===== src/rtl/core/gn3d_pkg.sv =====
// gn3d_pkg: shared constants, sequencer step map and command struct for the
// 3d gradient noise unit. No dependencies.
package gn3d_pkg;

  localparam int FRAC_BITS  = 16;
  localparam int TABLE_SIZE = 256;
  localparam int IDX_W      = $clog2(TABLE_SIZE);
  localparam int COORD_W    = 32;
  localparam int VAL_W      = 32;   // internal fixed point values
  localparam int OPW        = 26;   // multiplier operand width
  localparam int OUT_W      = 20;
  localparam int HALF_LSB   = 1 << (FRAC_BITS - 1);

  localparam logic signed [VAL_W-1:0] ONE         = VAL_W'(1 << FRAC_BITS);
  localparam logic signed [VAL_W-1:0] TEN_ONE     = VAL_W'(10 << FRAC_BITS);
  localparam logic signed [VAL_W-1:0] FIFTEEN_ONE = VAL_W'(15 << FRAC_BITS);
  localparam logic signed [VAL_W-1:0] OUT_MAX     = VAL_W'(524287);
  localparam logic signed [VAL_W-1:0] OUT_MIN     = -VAL_W'(524288);

  // hash walk levels
  localparam logic [1:0] LVL_X = 2'd0;
  localparam logic [1:0] LVL_Y = 2'd1;
  localparam logic [1:0] LVL_Z = 2'd2;
  localparam logic [2:0] LAST_CORNER = 3'd7;

  // fade phase step map (runs beside the hash walk)
  localparam logic [4:0] S_T2  = 5'd0;
  localparam logic [4:0] S_T3  = 5'd3;
  localparam logic [4:0] S_Q   = 5'd6;
  localparam logic [4:0] S_P   = 5'd9;
  localparam logic [4:0] S_U   = 5'd12;
  localparam logic [4:0] S_DU  = 5'd15;
  localparam logic [4:0] S_UV  = 5'd18;
  localparam logic [4:0] S_UW  = 5'd19;
  localparam logic [4:0] S_VW  = 5'd20;
  localparam logic [4:0] S_UVW = 5'd21;
  localparam logic [4:0] P1_LAST = 5'd22;

  // blend phase step map
  localparam logic [4:0] S_N   = 5'd0;
  localparam logic [4:0] S_GX  = 5'd7;
  localparam logic [4:0] S_GY  = 5'd10;
  localparam logic [4:0] S_GZ  = 5'd13;
  localparam logic [4:0] S_DX  = 5'd16;
  localparam logic [4:0] S_DY  = 5'd17;
  localparam logic [4:0] S_DZ  = 5'd18;
  localparam logic [4:0] P2_LAST = 5'd19;

  typedef struct packed {
    logic       start;       // evaluate transaction taken, capture point
    logic       load_wr;     // load transaction taken, write table
    logic       hash_issue;
    logic [2:0] crn;
    logic [1:0] lvl;
    logic       mul_en;
    logic       blend;       // 0 fade phase, 1 blend phase
    logic [4:0] step;
    logic       kcalc;
    logic       out_load;
  } gn3d_cmd_t;

endpackage


===== src/rtl/core/gn3d_ctrl.sv =====
// gn3d_ctrl: sequencer for the 3d gradient noise unit.
// Depends on gn3d_pkg.
module gn3d_ctrl import gn3d_pkg::*; (
  input  logic      clk,
  input  logic      rst_n,
  input  logic      in_valid,
  input  logic      in_action,
  output logic      in_ready,
  output logic      out_valid,
  input  logic      out_ready,
  output gn3d_cmd_t cmd
);

  typedef enum logic [2:0] {
    ST_IDLE, ST_FADE, ST_KCALC, ST_BLEND, ST_FINISH
  } state_t;

  state_t     state_r, state_nxt;
  logic [2:0] crn_r, crn_nxt;
  logic [1:0] lvl_r, lvl_nxt;
  logic       hbusy_r, hbusy_nxt;
  logic [4:0] mstep_r, mstep_nxt;
  logic       out_valid_r, out_valid_nxt;
  logic       accept;

  assign in_ready  = (state_r == ST_IDLE);
  assign out_valid = out_valid_r;
  assign accept    = in_valid && in_ready;

  always_comb begin
    cmd            = '0;
    cmd.start      = accept && in_action;
    cmd.load_wr    = accept && !in_action;
    cmd.hash_issue = (state_r == ST_FADE) && hbusy_r;
    cmd.crn        = crn_r;
    cmd.lvl        = lvl_r;
    cmd.mul_en     = ((state_r == ST_FADE) && (mstep_r < P1_LAST)) ||
                     ((state_r == ST_BLEND) && (mstep_r < P2_LAST));
    cmd.blend      = (state_r == ST_BLEND);
    cmd.step       = mstep_r;
    cmd.kcalc      = (state_r == ST_KCALC);
    cmd.out_load   = (state_r == ST_FINISH) && (!out_valid_r || out_ready);
  end

  always_comb begin
    state_nxt = state_r;
    crn_nxt   = crn_r;
    lvl_nxt   = lvl_r;
    hbusy_nxt = hbusy_r;
    mstep_nxt = mstep_r;
    unique case (state_r)
      ST_IDLE: begin
        if (cmd.start) begin
          state_nxt = ST_FADE;
          crn_nxt   = '0;
          lvl_nxt   = LVL_X;
          hbusy_nxt = 1'b1;
          mstep_nxt = '0;
        end
      end
      ST_FADE: begin
        if (hbusy_r) begin
          if (lvl_r == LVL_Z) begin
            lvl_nxt = LVL_X;
            crn_nxt = crn_r + 3'd1;
            if (crn_r == LAST_CORNER) hbusy_nxt = 1'b0;
          end else begin
            lvl_nxt = lvl_r + 2'd1;
          end
        end
        if (mstep_r < P1_LAST) mstep_nxt = mstep_r + 5'd1;
        if (!hbusy_r && (mstep_r == P1_LAST)) state_nxt = ST_KCALC;
      end
      ST_KCALC: begin
        state_nxt = ST_BLEND;
        mstep_nxt = '0;
      end
      ST_BLEND: begin
        if (mstep_r == P2_LAST) state_nxt = ST_FINISH;
        else mstep_nxt = mstep_r + 5'd1;
      end
      ST_FINISH: begin
        if (cmd.out_load) state_nxt = ST_IDLE;
      end
      default: state_nxt = ST_IDLE;
    endcase
  end

  always_comb begin
    out_valid_nxt = out_valid_r;
    if (out_valid_r && out_ready) out_valid_nxt = 1'b0;
    if (cmd.out_load) out_valid_nxt = 1'b1;
  end

  always_ff @(posedge clk) begin
    if (!rst_n) begin
      state_r     <= ST_IDLE;
      crn_r       <= '0;
      lvl_r       <= LVL_X;
      hbusy_r     <= 1'b0;
      mstep_r     <= '0;
      out_valid_r <= 1'b0;
    end else begin
      state_r     <= state_nxt;
      crn_r       <= crn_nxt;
      lvl_r       <= lvl_nxt;
      hbusy_r     <= hbusy_nxt;
      mstep_r     <= mstep_nxt;
      out_valid_r <= out_valid_nxt;
    end
  end

endmodule


===== config.mk =====
export PLATFORM = sky130hd
export DESIGN_NAME = gn3d_ctrl
export DESIGN_NICKNAME = d
export VERILOG_FILES = /design/src/rtl/core/gn3d_pkg.sv /design/src/rtl/core/gn3d_ctrl.sv
export SDC_FILE = /design/constraint.sdc
export NUM_CORES = 1
export LEC_CHECK = 0
export BUFFER_PORTS_ARGS = -buffer_cell sky130_fd_sc_hd__buf_4
export CORE_ASPECT_RATIO = 0.75
export CORE_UTILIZATION = 40
export DETAILED_ROUTE_END_ITERATION = 10
export PLACE_DENSITY = 0.63
export REMOVE_ABC_BUFFERS = 1
export SETUP_SLACK_MARGIN = 0.4
export SYNTH_ARGS = -nofsm -noshare
export SYNTH_HDL_FRONTEND = slang
export SYNTH_SLANG_ARGS = --single-unit

===== constraint.sdc =====
create_clock -name clk -period 2.2 [get_ports clk]
set_input_delay 0.33 -clock clk [delete_from_list [all_inputs] [get_ports clk]]
set_output_delay 0.33 -clock clk [all_outputs]
set_load 0.03 [all_outputs]

-- Yosys cells after proc, flatten, opt, wreduce, memory -nomap -nowiden
Cells that the tools add are included.
- flip-flop bits (word level): 15
- bits of input ports: 5
- logic and storage cells: 74
- add/sub/neg operators: 3
- magnitude comparators: 2
- equal/unequal tests: 16
- multiplexer cells: 24
- reduce and logical (&&, ||, !) cells: 23
- operators with widths (cell ; number):
    $mux W3 ; 7
    $pmux W5 S4 ; 1
    $mux W5 ; 3
    $pmux W3 S5 ; 1
    $reduce_and A4 Y1 ; 3
    $eq A5 B5 Y1 const B ; 2
    $lt A5 B5 Y1 const B ; 2
    $ne A2 B1 Y1 const B ; 5
    $logic_and A1 B1 Y1 ; 9
    $eq A3 B2 Y1 const B ; 2
    $eq A3 B3 Y1 const B ; 2
    $mux W1 ; 6
    $mux W2 ; 3
    $ne A2 B2 Y1 const B ; 3
    $pmux W3 S2 ; 1
    $add A5 B1 Y5 const B ; 1
    $pmux W2 S2 ; 1
    $reduce_bool A2 Y1 ; 2
    $reduce_bool A4 Y1 ; 1
    $add A3 B1 Y3 const B ; 1
    $eq A3 B1 Y1 const B ; 1
    $logic_not A1 Y1 ; 3
    $logic_not A3 Y1 ; 1
    $reduce_and A3 Y1 ; 1
    other kinds (5) ; 6

-- Longest topological paths before layout
- word-level depth: 5
- depth in mapped cells: 6
- mapped depth without buffers: 6

-- Worst setup path before layout
No wires, ideal clock.
- path kind: flip-flop to output port
- start: register state_r[1]
- end: output cmd[1] (netlist bit)
- arrival time: 1.508 ns
- setup slack: 0.362 ns
- stages on the path, launching flop included: 4
- path through: dfxtp_1 -> buf_2 -> clkbuf_1 -> nor3b_1
- RTL lines (item ; RTL line ; source):
    from (decl) ; gn3d_ctrl.sv:18 ; state_t state_r, state_nxt;
    from (signal assigned) ; gn3d_ctrl.sv:104 ; state_r <= state_nxt;
    to (decl) ; gn3d_ctrl.sv:11 ; output gn3d_cmd_t cmd

-- Worst setup path after layout
- start: register mstep_r[1]
- end: register mstep_r[2]
- longest elaborated chain between the ends: 3
- elaborated cells between the ends (all ways): 9
- classes of those cells: add/sub: 1; order compare: 1; eq/ne: 3; mux: 3; reduce/logical: 1
- RTL lines (item ; RTL line ; source):
    from (decl) ; gn3d_ctrl.sv:22 ; logic [4:0] mstep_r, mstep_nxt;
    from (signal assigned) ; gn3d_ctrl.sv:108 ; mstep_r <= mstep_nxt;
    $add A5 B1 Y5, or another cell as far along ; gn3d_ctrl.sv:71, gn3d_ctrl.sv:80 ;
    $mux W5, or another cell as far along ; gn3d_ctrl.sv:79 ; if (mstep_r == P2_LAST) state_nxt = ST_FINISH;
    $pmux W5 S4 or $reduce_and A4 Y1 (tied branches) ; -- ;
Parallel ways exist; a longest one is shown, timed or not. The select of a mux whose other input is x is not followed.
A chain may end at the register's enable or synchronous reset.

==> impl_results.md <==
- Status: completed
- Warnings, synthesis: 0
- Sink Count: 15
- Final ANT Viol Nets: 0
- DR iter-0 viols: 21
- GRT Overall Usage: between 10% and 20%
- Routed WL: about 2000 um
- CP Class: flop to flop
- FF+latch count, synth: 15
- DR WL/cell: between 10 and 15 um
- Final-report hold violation count: 0
- Routed vias: roughly 860
- Rel. slew slack: between 70% and 80%
- VDD IR-drop max: approximately 0.33 mV
- DP Wirelength: 1507 um
- Vias in the first global route: 730
- Share of layout cells above drive strength 1: between 20% and 30%
- Post-synthesis sequential area ratio: between 30% and 40%
- Synth unique cells: between 40 and 50
- IO Port Bufs: 23
- R2r setup slk: 0.48 ns
- Global-route wire length before repair: roughly 3300 um
- Clk pin slew, worst setup/hold paths: approximately 0.08 ns
- Final WS setup: ~0.48 ns
- Cells after synthesis: 110
- Final period util: just under 80%
- Die area: roughly 0.0025 sq mm
- CTS tree: yes
- Average cell area after synthesis: ~8.5 sq um
- Max-slew violations: 0
- Static leakage: just under 0.0005 uW
- Setup repair after global routing missed its margin: no
- Via density: roughly 5.6
- Clock tree buffer depth: 2
- Worst-Margin Slew: roughly 0.35 ns
- P&R area growth vs syn: 21.26%
- Hold Buf Count CTS: 0
- Final design utilization: ~54%
- WHS: roughly 0.35 ns
- Num CTS Buffers: 3
- Mapped cell area: about 930 sq um
- Crit path time final: between 1.5 and 2 ns
- CP arrival: about 1.9 ns
- Die X: 57.67 um
- Layout Cells excl Fill: ~150
- Antenna violations before repair: 0
- Critical Path Fanout Max: 8
- ANT cells: 0
- Post-route DRC: 0
- Nets@finish: ~140
- Gr ovfl total: 0
- Root Driver: clkbuf_4
- Critical Path End Type: flop
- Final Skew: between 0.0007 and 0.0008 ns
- Placed insts: 149
- # rows: 14
- First-pass DRT Iterations: 4
- Startpoint Class: flop
- Starting Density: 44.23%
- Max Clock Freq: slightly below 600 MHz
- Routability congestion estimate: between 0.8 and 0.9
- Core Area: around 0.0021 sq mm
- Largest net degree at the start of global routing: 20
- Dpl ws: 0.4785 ns
- Die Y: about 44 um
- Postcts setup bufs: 0
- Clk Latency, worst-skew pair: 0.28 ns
- Setup violations, final: 0
- CP Data Required Time: ~2.4 ns
- H-Tree Level Count: 1
- Total negative slack: 0 ns
- Maxcap violations: 0
- # IOs: 24
- HP Class: input pin to flop
- Power Density: 460.1 mW/mm^2
sequential cells by signal, indices dropped and copies added (netlist names):
name and flops:
state_r 3, out_valid 1, mstep_r 5, crn_r 3
hbusy_r 1, lvl_r 2
per-stage QoR:
stage,area (sq um),total power [uW]
after floorplan,880.8,337.1
after global placement,1084,367.1
after detailed placement,1084,366.7
after CTS,1112,527.7
after global routing,1127,553.0
final,1127,518.7
worst max-delay path, stage by stage (launching register included):
cell and delay, ns:
dfxtp_1 0.46, ha_1 0.26, and4bb_4 0.29, a2bb2oi_1 0.12, and4b_1 0.21, a211o_1 0.26
path summary, 6_finish.rpt:
check	start	to	cells after the start
max	mstep_r[1]$_SDFFE_PN0P_	mstep_r[2]$_SDFFE_PN0P_	5
min	rst_n	hbusy_r$_SDFFE_PN0P_	3
max reg2reg	mstep_r[1]$_SDFFE_PN0P_	mstep_r[2]$_SDFFE_PN0P_	5
min reg2reg	crn_r[2]$_SDFFE_PN0P_	crn_r[2]$_SDFFE_PN0P_	2
kinds of logic after synthesis:
family / after synthesis / synth area share, %
compound gates: 28 / 21.80
buf+inv: 14 / 7.671
fa+ha+maj: 4 / 5.384
flops: 15 / 32.30
simple gates: 49 / 32.84
timing repair:
item,4_1_cts,5_1_grt
pin swaps,0,1
endpoints found under the setup margin,5,1
endpoints found under the hold margin,0,0
gates resized for setup,2,3
placed cells by master, fill, tap and decap left out, types with 3 or more instances in the layout:
cell,instances
nand2b_1,6
nor2_1,6
a21oi_1,6
ha_1,4
nand2_1,9
nand3_1,8
inv_1,5
a31oi_1,3
dfxtp_1,13
buf_4,23
clkbuf_4,3
and3_1,4
cell usage after synthesis, drive strengths merged:
cell / count / share of area (%)
and4b: 1 / 1.1
nand2: 9 / 3.6
o31ai: 1 / 0.81
a31oi: 3 / 2.0
o2bb2ai: 2 / 3.2
and3: 4 / 2.7
o21a: 2 / 1.6
a211oi: 2 / 1.6
nor3: 1 / 1.8
a2bb2oi: 1 / 0.94
inv: 6 / 2.4
and2: 2 / 1.3
and3b: 2 / 1.9
nor3b: 1 / 0.81
nor2: 6 / 2.4
o21ai: 4 / 2.6
a21oi: 6 / 3.2
nand4bb: 1 / 1.2
a21boi: 3 / 2.4
and2b: 1 / 0.81
o41ai: 1 / 0.94
o211ai: 1 / 0.81
clkbuf: 2 / 0.81
or4b: 1 / 1.1
a211o: 1 / 0.94
dfxtp: 15 / 32
and4bb: 1 / 1.8
nand4: 1 / 0.67
nand3: 9 / 4.8
o22ai: 1 / 0.67
buf: 6 / 4.4
or4: 1 / 1.2
nand2b: 6 / 4.0
ha: 4 / 5.4
nor4: 1 / 0.67
nand4b: 1 / 0.94
per-layer routing:
metal / vias to the layer above / wire length [um] / track usage (%)
met5: - / 0 / 0
met4: 0 / 13 / 4.286
met3: 2 / 102 / 6.269
met2: 24 / 798 / 23.95
met1: 397 / 1112 / 26.06
li1: 440 / - / -
power breakdown:
group	leakage, uW	total, uW	switching [uW]	internal (uW)
Clock	0.0000150	156	85.2	70.5
Sequential	0.000123	286	10.4	276
Combinational	0.000349	76.8	46.3	30.5
layout make-up:
class	count	area (sq um)
fill	205	974.7
multi-input combinational	81	570.5
sequential	15	305.3
timing repair buffer	23	172.7
tap	24	30.03
clock buffer	4	26.28
inverter	6	22.52
Note: power is estimated with default switching activity, not from simulation.
